--- src/hdl/tslb_pkg.sv ---
// ---------------------------------------------------------------------------
// tslb_pkg
// Sizes and transaction types of the texture slot LRU binder.
// ---------------------------------------------------------------------------
package tslb_pkg;

    localparam int SLOT_COUNT  = 16;
    localparam int ID_WIDTH    = 16;
    localparam int STAMP_WIDTH = 32;
    localparam int SLOT_W      = $clog2(SLOT_COUNT);

    typedef struct packed {
        logic [15:0] owner_id;
        logic        auto_pick;
        logic [3:0]  want_slot;
    } t_bind_req;

    typedef struct packed {
        logic [3:0]  granted_slot;
        logic        was_hit;
        logic        evicted_valid;
        logic [15:0] evicted_id;
        logic [31:0] use_count;
    } t_bind_rsp;

    // one slot entry as kept in the slot memory
    typedef struct packed {
        logic [ID_WIDTH-1:0]    owner;
        logic [STAMP_WIDTH-1:0] stamp;
        logic [31:0]            uses;
    } t_slot_entry;

endpackage

--- src/hdl/texture_slot_lru_binder.sv ---
// ---------------------------------------------------------------------------
// texture_slot_lru_binder
// Least-recently-bound replacement over a set of binding slots. Slot entries
// sit in a single-port-read synchronous memory; a sequencer scans it once
// per request, then reads, updates and writes back the chosen slot.
// ---------------------------------------------------------------------------
//
//  channel   direction  handshake                 payload
//  --------  ---------  ------------------------  ------------------------
//  request   in         i_in_valid / o_in_stall   i_in_data  (t_bind_req)
//  response  out        o_out_valid / i_out_stall o_out_data (t_bind_rsp)
//
//  A request is accepted, then the scan does one memory read per slot, the
//  last read drains, the chosen slot is read, and finally it is written back
//  and the response is loaded. The scan goes through the one memory read port.
//  A new request is taken as soon as the previous one is written back, even
//  while its response still waits in the output register; a stalled response
//  holds the write-back of the next request until it is taken.
//  Reset empties every slot through the valid flops and zeroes the stamp
//  counter; the memory itself needs no clearing pass.
// ---------------------------------------------------------------------------
module texture_slot_lru_binder
    import tslb_pkg::*;
(
    input  logic      i_clk,
    input  logic      i_rst_n,
    input  logic      i_in_valid,
    output logic      o_in_stall,
    input  t_bind_req i_in_data,
    output logic      o_out_valid,
    input  logic      i_out_stall,
    output t_bind_rsp o_out_data
);

    typedef enum logic [2:0] {
        S_IDLE,
        S_SCAN,
        S_DRAIN,
        S_PICK,
        S_WRITE
    } t_state;

    // slot memory; valid marks live in flops so reset empties all slots at once
    t_slot_entry mem [SLOT_COUNT];
    t_slot_entry r_rd_data;

    t_state                 r_state;
    logic [SLOT_COUNT-1:0]  r_valid;
    logic [STAMP_WIDTH-1:0] r_counter;

    // captured request
    logic [ID_WIDTH-1:0]    r_id;
    logic                   r_auto;
    logic [3:0]             r_want;

    // scan bookkeeping
    logic [SLOT_W-1:0]      r_idx;
    logic                   r_pend;
    logic [SLOT_W-1:0]      r_pend_idx;
    logic                   r_hit;
    logic [SLOT_W-1:0]      r_hit_idx;
    logic                   r_empty;
    logic [SLOT_W-1:0]      r_empty_idx;
    logic [SLOT_W-1:0]      r_best_idx;
    logic [STAMP_WIDTH-1:0] r_best_stamp;
    logic [SLOT_W-1:0]      r_slot;

    logic                   r_out_valid;
    t_bind_rsp              r_out;

    // next values of the scan trackers
    logic                   n_hit;
    logic [SLOT_W-1:0]      n_hit_idx;
    logic                   n_empty;
    logic [SLOT_W-1:0]      n_empty_idx;
    logic [SLOT_W-1:0]      n_best_idx;
    logic [STAMP_WIDTH-1:0] n_best_stamp;
    logic [SLOT_W-1:0]      n_slot;

    logic                   rd_en;
    logic [SLOT_W-1:0]      rd_addr;
    logic                   commit;
    logic                   ev;
    t_slot_entry            wr_data;
    t_bind_rsp              n_out;
    logic                   pend_valid;

    assign o_in_stall  = (r_state != S_IDLE);
    assign o_out_valid = r_out_valid;
    assign o_out_data  = r_out;

    // fold one slot read into the hit / first-empty / oldest trackers
    always_comb begin
        n_hit        = r_hit;
        n_hit_idx    = r_hit_idx;
        n_empty      = r_empty;
        n_empty_idx  = r_empty_idx;
        n_best_idx   = r_best_idx;
        n_best_stamp = r_best_stamp;
        pend_valid   = r_valid[r_pend_idx];
        if (r_pend) begin
            if (!r_hit && pend_valid && (r_rd_data.owner == r_id)) begin
                n_hit     = 1'b1;
                n_hit_idx = r_pend_idx;
            end
            if (!r_empty && !pend_valid) begin
                n_empty     = 1'b1;
                n_empty_idx = r_pend_idx;
            end
            // strictly smaller only, so the first slot wins a tie
            if (pend_valid && (r_rd_data.stamp < r_best_stamp)) begin
                n_best_idx   = r_pend_idx;
                n_best_stamp = r_rd_data.stamp;
            end
        end
    end

    // slot choice: hit first, then auto pick, then the requested slot saturated
    always_comb begin
        priority if (r_hit) begin
            n_slot = r_hit_idx;
        end else if (r_auto) begin
            n_slot = r_empty ? r_empty_idx : r_best_idx;
        end else if (32'(r_want) >= 32'(SLOT_COUNT)) begin
            n_slot = SLOT_W'(SLOT_COUNT - 1);
        end else begin
            n_slot = SLOT_W'(r_want);
        end
    end

    // memory read port: scan address, then the chosen slot
    always_comb begin
        rd_en   = 1'b0;
        rd_addr = r_idx;
        unique case (r_state)
            S_SCAN: begin
                rd_en   = 1'b1;
                rd_addr = r_idx;
            end
            S_PICK: begin
                rd_en   = 1'b1;
                rd_addr = n_slot;
            end
            default: begin
                rd_en   = 1'b0;
                rd_addr = r_idx;
            end
        endcase
    end

    // write-back entry and response; fires once the output register is free
    always_comb begin
        commit = (r_state == S_WRITE) && (!r_out_valid || !i_out_stall);
        ev     = !r_hit && r_valid[r_slot];
        wr_data.owner = r_hit ? r_rd_data.owner : r_id;
        wr_data.stamp = r_counter;
        wr_data.uses  = r_hit ? (r_rd_data.uses + 32'd1) : 32'd1;
        n_out.granted_slot  = 4'(r_slot);
        n_out.was_hit       = r_hit;
        n_out.evicted_valid = ev;
        n_out.evicted_id    = ev ? 16'(r_rd_data.owner) : 16'd0;
        n_out.use_count     = wr_data.uses;
    end

    always_ff @(posedge i_clk) begin
        if (rd_en) begin
            r_rd_data <= mem[rd_addr];
        end
        if (commit) begin
            mem[r_slot] <= wr_data;
        end
    end

    always_ff @(posedge i_clk) begin
        if (!i_rst_n) begin
            r_state     <= S_IDLE;
            r_valid     <= '0;
            r_counter   <= '0;
            r_out_valid <= 1'b0;
            r_pend      <= 1'b0;
        end else begin
            // drop the response once the consumer takes it, unless a new one loads
            if (r_out_valid && !i_out_stall && !commit) begin
                r_out_valid <= 1'b0;
            end
            r_pend     <= (r_state == S_SCAN);
            r_pend_idx <= r_idx;
            if (r_pend) begin
                r_hit        <= n_hit;
                r_hit_idx    <= n_hit_idx;
                r_empty      <= n_empty;
                r_empty_idx  <= n_empty_idx;
                r_best_idx   <= n_best_idx;
                r_best_stamp <= n_best_stamp;
            end
            unique case (r_state)
                S_IDLE: begin
                    if (i_in_valid) begin
                        r_id         <= ID_WIDTH'(i_in_data.owner_id);
                        r_auto       <= i_in_data.auto_pick;
                        r_want       <= i_in_data.want_slot;
                        r_idx        <= '0;
                        r_hit        <= 1'b0;
                        r_hit_idx    <= '0;
                        r_empty      <= 1'b0;
                        r_empty_idx  <= '0;
                        r_best_idx   <= '0;
                        r_best_stamp <= '1;
                        r_state      <= S_SCAN;
                    end
                end
                S_SCAN: begin
                    // advance through every slot, one read per cycle
                    r_idx <= r_idx + SLOT_W'(1);
                    if (r_idx == SLOT_W'(SLOT_COUNT - 1)) begin
                        r_state <= S_DRAIN;
                    end
                end
                S_DRAIN: begin
                    r_state <= S_PICK;
                end
                S_PICK: begin
                    r_slot  <= n_slot;
                    r_state <= S_WRITE;
                end
                S_WRITE: begin
                    // hold until the previous response has left
                    if (commit) begin
                        r_valid[r_slot] <= 1'b1;
                        r_counter       <= r_counter + STAMP_WIDTH'(1);
                        r_out           <= n_out;
                        r_out_valid     <= 1'b1;
                        r_state         <= S_IDLE;
                    end
                end
                default: begin
                    r_state <= S_IDLE;
                end
            endcase
        end
    end

endmodule
--- config.mk ---
export PLATFORM = sky130hd
export DESIGN_NAME = texture_slot_lru_binder
export DESIGN_NICKNAME = d
export VERILOG_FILES = /design/src/hdl/tslb_pkg.sv /design/src/hdl/texture_slot_lru_binder.sv
export SDC_FILE = /design/constraint.sdc
export NUM_CORES = 2
export LEC_CHECK = 0
export BUFFER_PORTS_ARGS = -buffer_cell sky130_fd_sc_hd__buf_4
export CORE_ASPECT_RATIO = 0.6
export CORE_MARGIN = 4
export CORE_UTILIZATION = 25
export DETAILED_ROUTE_END_ITERATION = 10
export RECOVER_POWER = 25
export SKIP_LAST_GASP = 1
export SLEW_MARGIN = 5
export SYNTH_ARGS = -nofsm -noshare
export SYNTH_HDL_FRONTEND = slang
export SYNTH_SLANG_ARGS = --single-unit
export TNS_END_PERCENT = 30
--- constraint.sdc ---
create_clock -name i_clk -period 10 [get_ports i_clk]
set_input_delay 1.5 -clock i_clk [delete_from_list [all_inputs] [get_ports i_clk]]
set_output_delay 1.5 -clock i_clk [all_outputs]
set_load 0.02 [all_outputs]
# Word-level counts from Yosys, hierarchy flattened
# Memories as Yosys holds them, arrays and structs flattened. A register that Yosys moved wholly into a read port is not among the register bits.
# Cells that the tools add are included.
# totals
ram_bits,1280
in_bits,25
register_bits,186
mem_count,1
# op_classes
n_addsub,3
n_lt_le_gt_ge,4
n_reduce_logical,26
n_eq_ne,9
n_mux,48
n_bitwise,1
# mem_list
memory,words,word_bits,rd,rd_ports_with_merged_regs,wr,line_no,rtl
mem,16,80,1,1,1,texture_slot_lru_binder.sv:44,t_slot_entry mem [SLOT_COUNT];
# ops
cell,count
$mux W32,5
$mux W4,17
$add A32 B1 Y32 const B,2
$lt A32 B32 Y1,1
$mux W1,17
$eq A16 B16 Y1,1
$mux W16,1
$or A16 B16 Y16,1
$pmux W3 S5,1
$reduce_and A3 Y1,4
$lt A4 B5 Y1 const B,2
$logic_and A1 B1 Y1,9
$mux W3,3
$bmux W1 S4,2
$pmux W4 S2,1
$eq A3 B2 Y1 const B,2
$logic_not A1 Y1,6
$add A4 B1 Y4 const B,1
$demux W1 S4,1
$eq A4 B4 Y1 const B,1
$ge A4 B1 Y1 const B,1
$ne A2 B2 Y1 const B,2
$reduce_and A2 Y1,2
$eq A3 B1 Y1 const B,1
other kinds (7),7

# Logic depth before layout (Yosys ltp)
# logic_depth
depth_word,8
depth_mapped,10

# Worst setup path after synthesis
# Ideal clock, no wire load.
# synth_timing
path_type,input to register
from,in i_out_stall
to,mem mem[0][0] in the netlist's numbering (enable)
path_stages,4
arrival_time_ps,10202
path_slack_ps,-949
setup_time_ps,746
path_cell_list,nand2_1 > nand2_1 > nor2_1 > nor4b_1
# synth_via
elab_chain_cells,5
# synth_lines
item,line_no,rtl
start: declaration,texture_slot_lru_binder.sv:31,"input logic i_out_stall,"
$logic_not A1 Y1,texture_slot_lru_binder.sv:153,commit = (r_state == S_WRITE) && (!r_out_valid || !i_out_stall);
$logic_or A1 B1 Y1,texture_slot_lru_binder.sv:153,
$logic_and A1 B1 Y1,texture_slot_lru_binder.sv:153,
$mux W1,texture_slot_lru_binder.sv:169,if (commit) begin
$mux W1 (not written as such),texture_slot_lru_binder.sv:170,mem[r_slot] <= wr_data;
end: declaration,texture_slot_lru_binder.sv:44,
# Every way passes these cells.

# Worst setup path in the final report
# layout_timing
from,reg r_hit
to,"reg, netlist name r_rd_data[23]"
# layout_via
elab_chain_cells,2
# layout_lines
item,line_no,rtl
start: declaration,texture_slot_lru_binder.sv:60,logic r_hit;
start signal: assignment,texture_slot_lru_binder.sv:189,r_hit <= n_hit;
$mux W4,texture_slot_lru_binder.sv:120,priority if (r_hit) begin
$mux W4,texture_slot_lru_binder.sv:135,unique case (r_state)
# Every way passes these cells.
# A chain may end at the register's enable or synchronous reset.

==> impl_results.md <==
- Iter 0 DRT Violations: ~3900
- LEAKAGE: roughly 0.023 µW
- Post-CTS Setup Repair Bufs: 0
- Highest clock rate: 139 MHz
- Via Count: between 30000 and 40000
- Post-DP Area: approximately 0.067 mm²
- Buf/Inv on CP: 3
- Post-synthesis sequential area ratio: around three quarters
- Yosys warnings: 0
- Area delta synth->final: 13.1%
- CP peak stage delay: between 2 and 2.5 ns
- Layout cell share with drive strength beyond 1: 9.69%
- Inserted Clock Buffers: 119
- Worst R2R Path Depth: 9
- Leading area contributor after synthesis: edfxtp_1
- Area contributors post-synth: edfxtp_1 72%, a211oi_1 7.4%, mux2i_1 5.8%
- DR vias/cell: ~4.8
- Syn_area_per_cell: ~16 µm²
- Placer congestion estimate: about 0.74
- Critical Path End Type: flip-flop
- DP HPWL: roughly 80000 µm
- Count leader, synth: edfxtp_1
- Most Frequent Cell on Critical Path: a211oi_1
- Met2 GRT Util: approximately 18%
- Final Net Count: 3899
- Initial antenna violation count: 3
- CTS max path bufs: 3
- Die height: slightly below 400 µm
- Wire per inst: approximately 23 µm
- Clock Sinks: between 1500 and 2000
- Worst path required time: around 10 ns
- Remaining DRCs: 0
- Grt peak-use layer: met1
- GRT Overall Usage: between 10% and 20%
- Worst path slowest cell: clkbuf_1
- Synthesized area: between 0.06 and 0.07 mm²
- Total die area: about 0.26 mm²
- Top cell type's share of synthesized area: roughly 70%
- Worst slew pin tran: around 3.4 ns
- Final worst-path cycle share: a little under three quarters
- Yosys cell types: 60
- Drt pass-1 iters: 5
- GR met1 Demand/Resource: a little under a fifth
- Worst-skew pair later-pin latency: approximately 0.73 ns
- Fraction of registers with async set/reset: 0%
- Reg2reg start: r_hit
- WHS Endpoint: r_valid[14]
- Design Area, Final: between 0.07 and 0.08 mm²
- Row cnt: 141
- H-tree depth: 3
- Worst rel slew slack: -126%
- Crit-path cells: clkbuf_1 -> nand2_1 -> o2111ai_4 -> buf_4 -> nand2_8 -> buf_12 -> a211oi_1 -> a211oi_1 -> or4_1
- Core area: between 0.2 and 0.25 mm²
- Worst-path maximum fanout: between 150 and 200
- Total wire length: ~160000 µm
- Post-cts gate resize count: 0
- HP Start: r_valid[14]
- Horiz. Die Dim: roughly 650 µm
- R2R Setup Slk: 2.83 ns
- Crit path kind: flip-flop to flip-flop
- Port Buffer Count: 80
- CP startpoint kind: flip-flop
- Arr. time, crit path: about 7.6 ns
- Fillers: 24500
- Clk root buf: clkbuf_16
- P per Cell Area: 211 mW/mm²
- Final min period: between 7 and 8 ns
- Failing checks: max-capacitance violations, max-slew violations
- Post-synth EDFFs: approximately 1500
- Vias in the first global route: roughly 33000
- Commonest cells post-synth: 1493 x edfxtp_1, 613 x a211oi_1, 363 x mux2i_1
- Largest net degree at the start of global routing: between 200 and 250
- Ys flop type: edfxtp_1
- First-pass GRT wire length: about 240000 µm
- Top Family by Delay on Critical Path: buffers and inverters
- Final core occ: 28.5%
- Effective utilization at floorplan: between 20% and 30%
- Worst-path clk slew: 0.07 ns
- Mapped Cells: between 3000 and 4000
- Grt total ovfl: 0
- R2R Path End: r_rd_data[23]
- RSZ-0062 raised after global routing: no
- Syn_nets: 3910
- CTS tree: yes
- WHS Path Cells: 1
- Tightest Hold Check Type: flip-flop to flip-flop
- Max VDD drop: around 140 µV
- Final setup viols: 0
- CTS Hold Bufs: 0
- Met3 usage: approximately 2.2%
- Final Skew: roughly 0.027 ns
- Seq cells post-synth: around 1500
- Max_cap viols: 2
- Slew Viols, Final: 68
- Top-Level Pins: 81
- Final Hold Fails: 0
- Routed Antenna Nets: 0
- Outcome: finished, violations left
- Total power: around 15000 µW
==> power by group <==
group | leakage, µW | switching, µW | internal, µW
registers | 0.0132 | 153 | 7490
logic | 0.00744 | 1580 | 748
clock network | 0.00189 | 2280 | 2600
total | 0.0225 | 4010 | 10800
==> worst reg2reg max path: stages (launching register included) <==
cell       delay [ns]
edfxtp_1         0.32
clkbuf_1         2.39
nand2_1          0.43
o2111ai_4        0.28
buf_4            0.65
nand2_8          0.75
buf_12           0.53
a211oi_1         0.87
a211oi_1         0.12
or4_1            0.57
==> cells in the final DEF, fill, tap and decap left out, types with 4 or more instances in the layout <==
master         n
a211oi_1     613
a211oi_2      31
a21oi_1       23
and2_1        11
and3_1       347
and4_1        11
buf_12        11
buf_4        113
bufinv_16     12
clkbuf_1      42
clkbuf_16    123
clkbuf_4      10
clkbuf_8       5
clkinv_1      29
clkinv_2      18
clkinvlp_4     4
dfxtp_1       53
edfxtp_1    1493
ha_1          34
inv_1         38
mux2_1        14
mux2i_1      363
mux4_2         9
nand2_1       50
nand2_4        4
nand2b_1       6
nand3_1       34
nand4_1       13
nor2_1       153
nor2_4        12
nor3_1        15
nor4_1         5
nor4_2         4
o21a_1        14
o21ai_0       11
or3_1          5
or4_1         81
xnor2_1       40
xor2_1        35
==> how the worst max path moves through the flow <==
stage / startpoint / to / slack, ns / cells past startpoint
2_1_floorplan: i_out_stall / mem[12][0] / -0.16 / 3
3_3_place_gp: i_out_stall / mem[13][71] / 5.03 / 8
3_5_place_dp: i_out_stall / mem[13][73] / 5.00 / 8
4_1_cts: r_hit / r_rd_data[23] / 5.17 / 9
5_1_grt: r_hit / r_rd_data[23] / 2.62 / 9
6_report: r_hit / r_rd_data[23] / 2.83 / 9
==> layer usage <==
layer	vias up	part of all wire (%)
li1	15400	-
met1	18100	47
met2	1285	43
met3	188	7.5
met4	4	1.8
met5	-	0.016
==> final cells by class <==
cell class              count  area (µm²)  area share (%)
clock buffers             157        3260            4.62
clock inverters            68         633           0.899
inverters                  40         150           0.213
diodes                      2        5.00         0.00711
well taps                3289        4120            5.84
multi-input cells        1986       15200            21.6
flip-flops and latches   1546       45900            65.2
repair buffers            147        1190            1.69
==> state kept, by name (all words and copies together) (netlist names), 4 cells and up <==
register,count
r_slot,4
r_valid,16
r_best_stamp,32
r_id,16
mem,1280
r_hit_idx,4
r_idx,4
r_empty_idx,4
o_out_data,54
r_counter,32
r_want,4
r_pend_idx,4
r_best_idx,4
r_rd_data,80
==> per-stage QoR <==
step                      TNS (ns)  worst slack (ns)  std cells  hold slack (ns)
after floorplan             -37.30            -0.155       3851            0.424
after global placement           0              5.03       7008            0.460
after detailed placement         0              5.00       7008            0.472
after CTS                        0              5.17       7233            0.488
after global routing             0              2.62       7234            0.514
final                            0              2.83       7235            0.489
==> logic make-up after synthesis <==
kind of cell    count (synthesis)  synth area share [%]
buf+inv                       319                  2.20
compound gates                713                  8.77
flops                        1546                  73.7
fa+ha+maj                      34                 0.683
mux                           389                  6.49
xor+xnor                       75                  1.06
simple gates                  775                  7.08
Note: power is estimated with default switching activity, not from simulation.
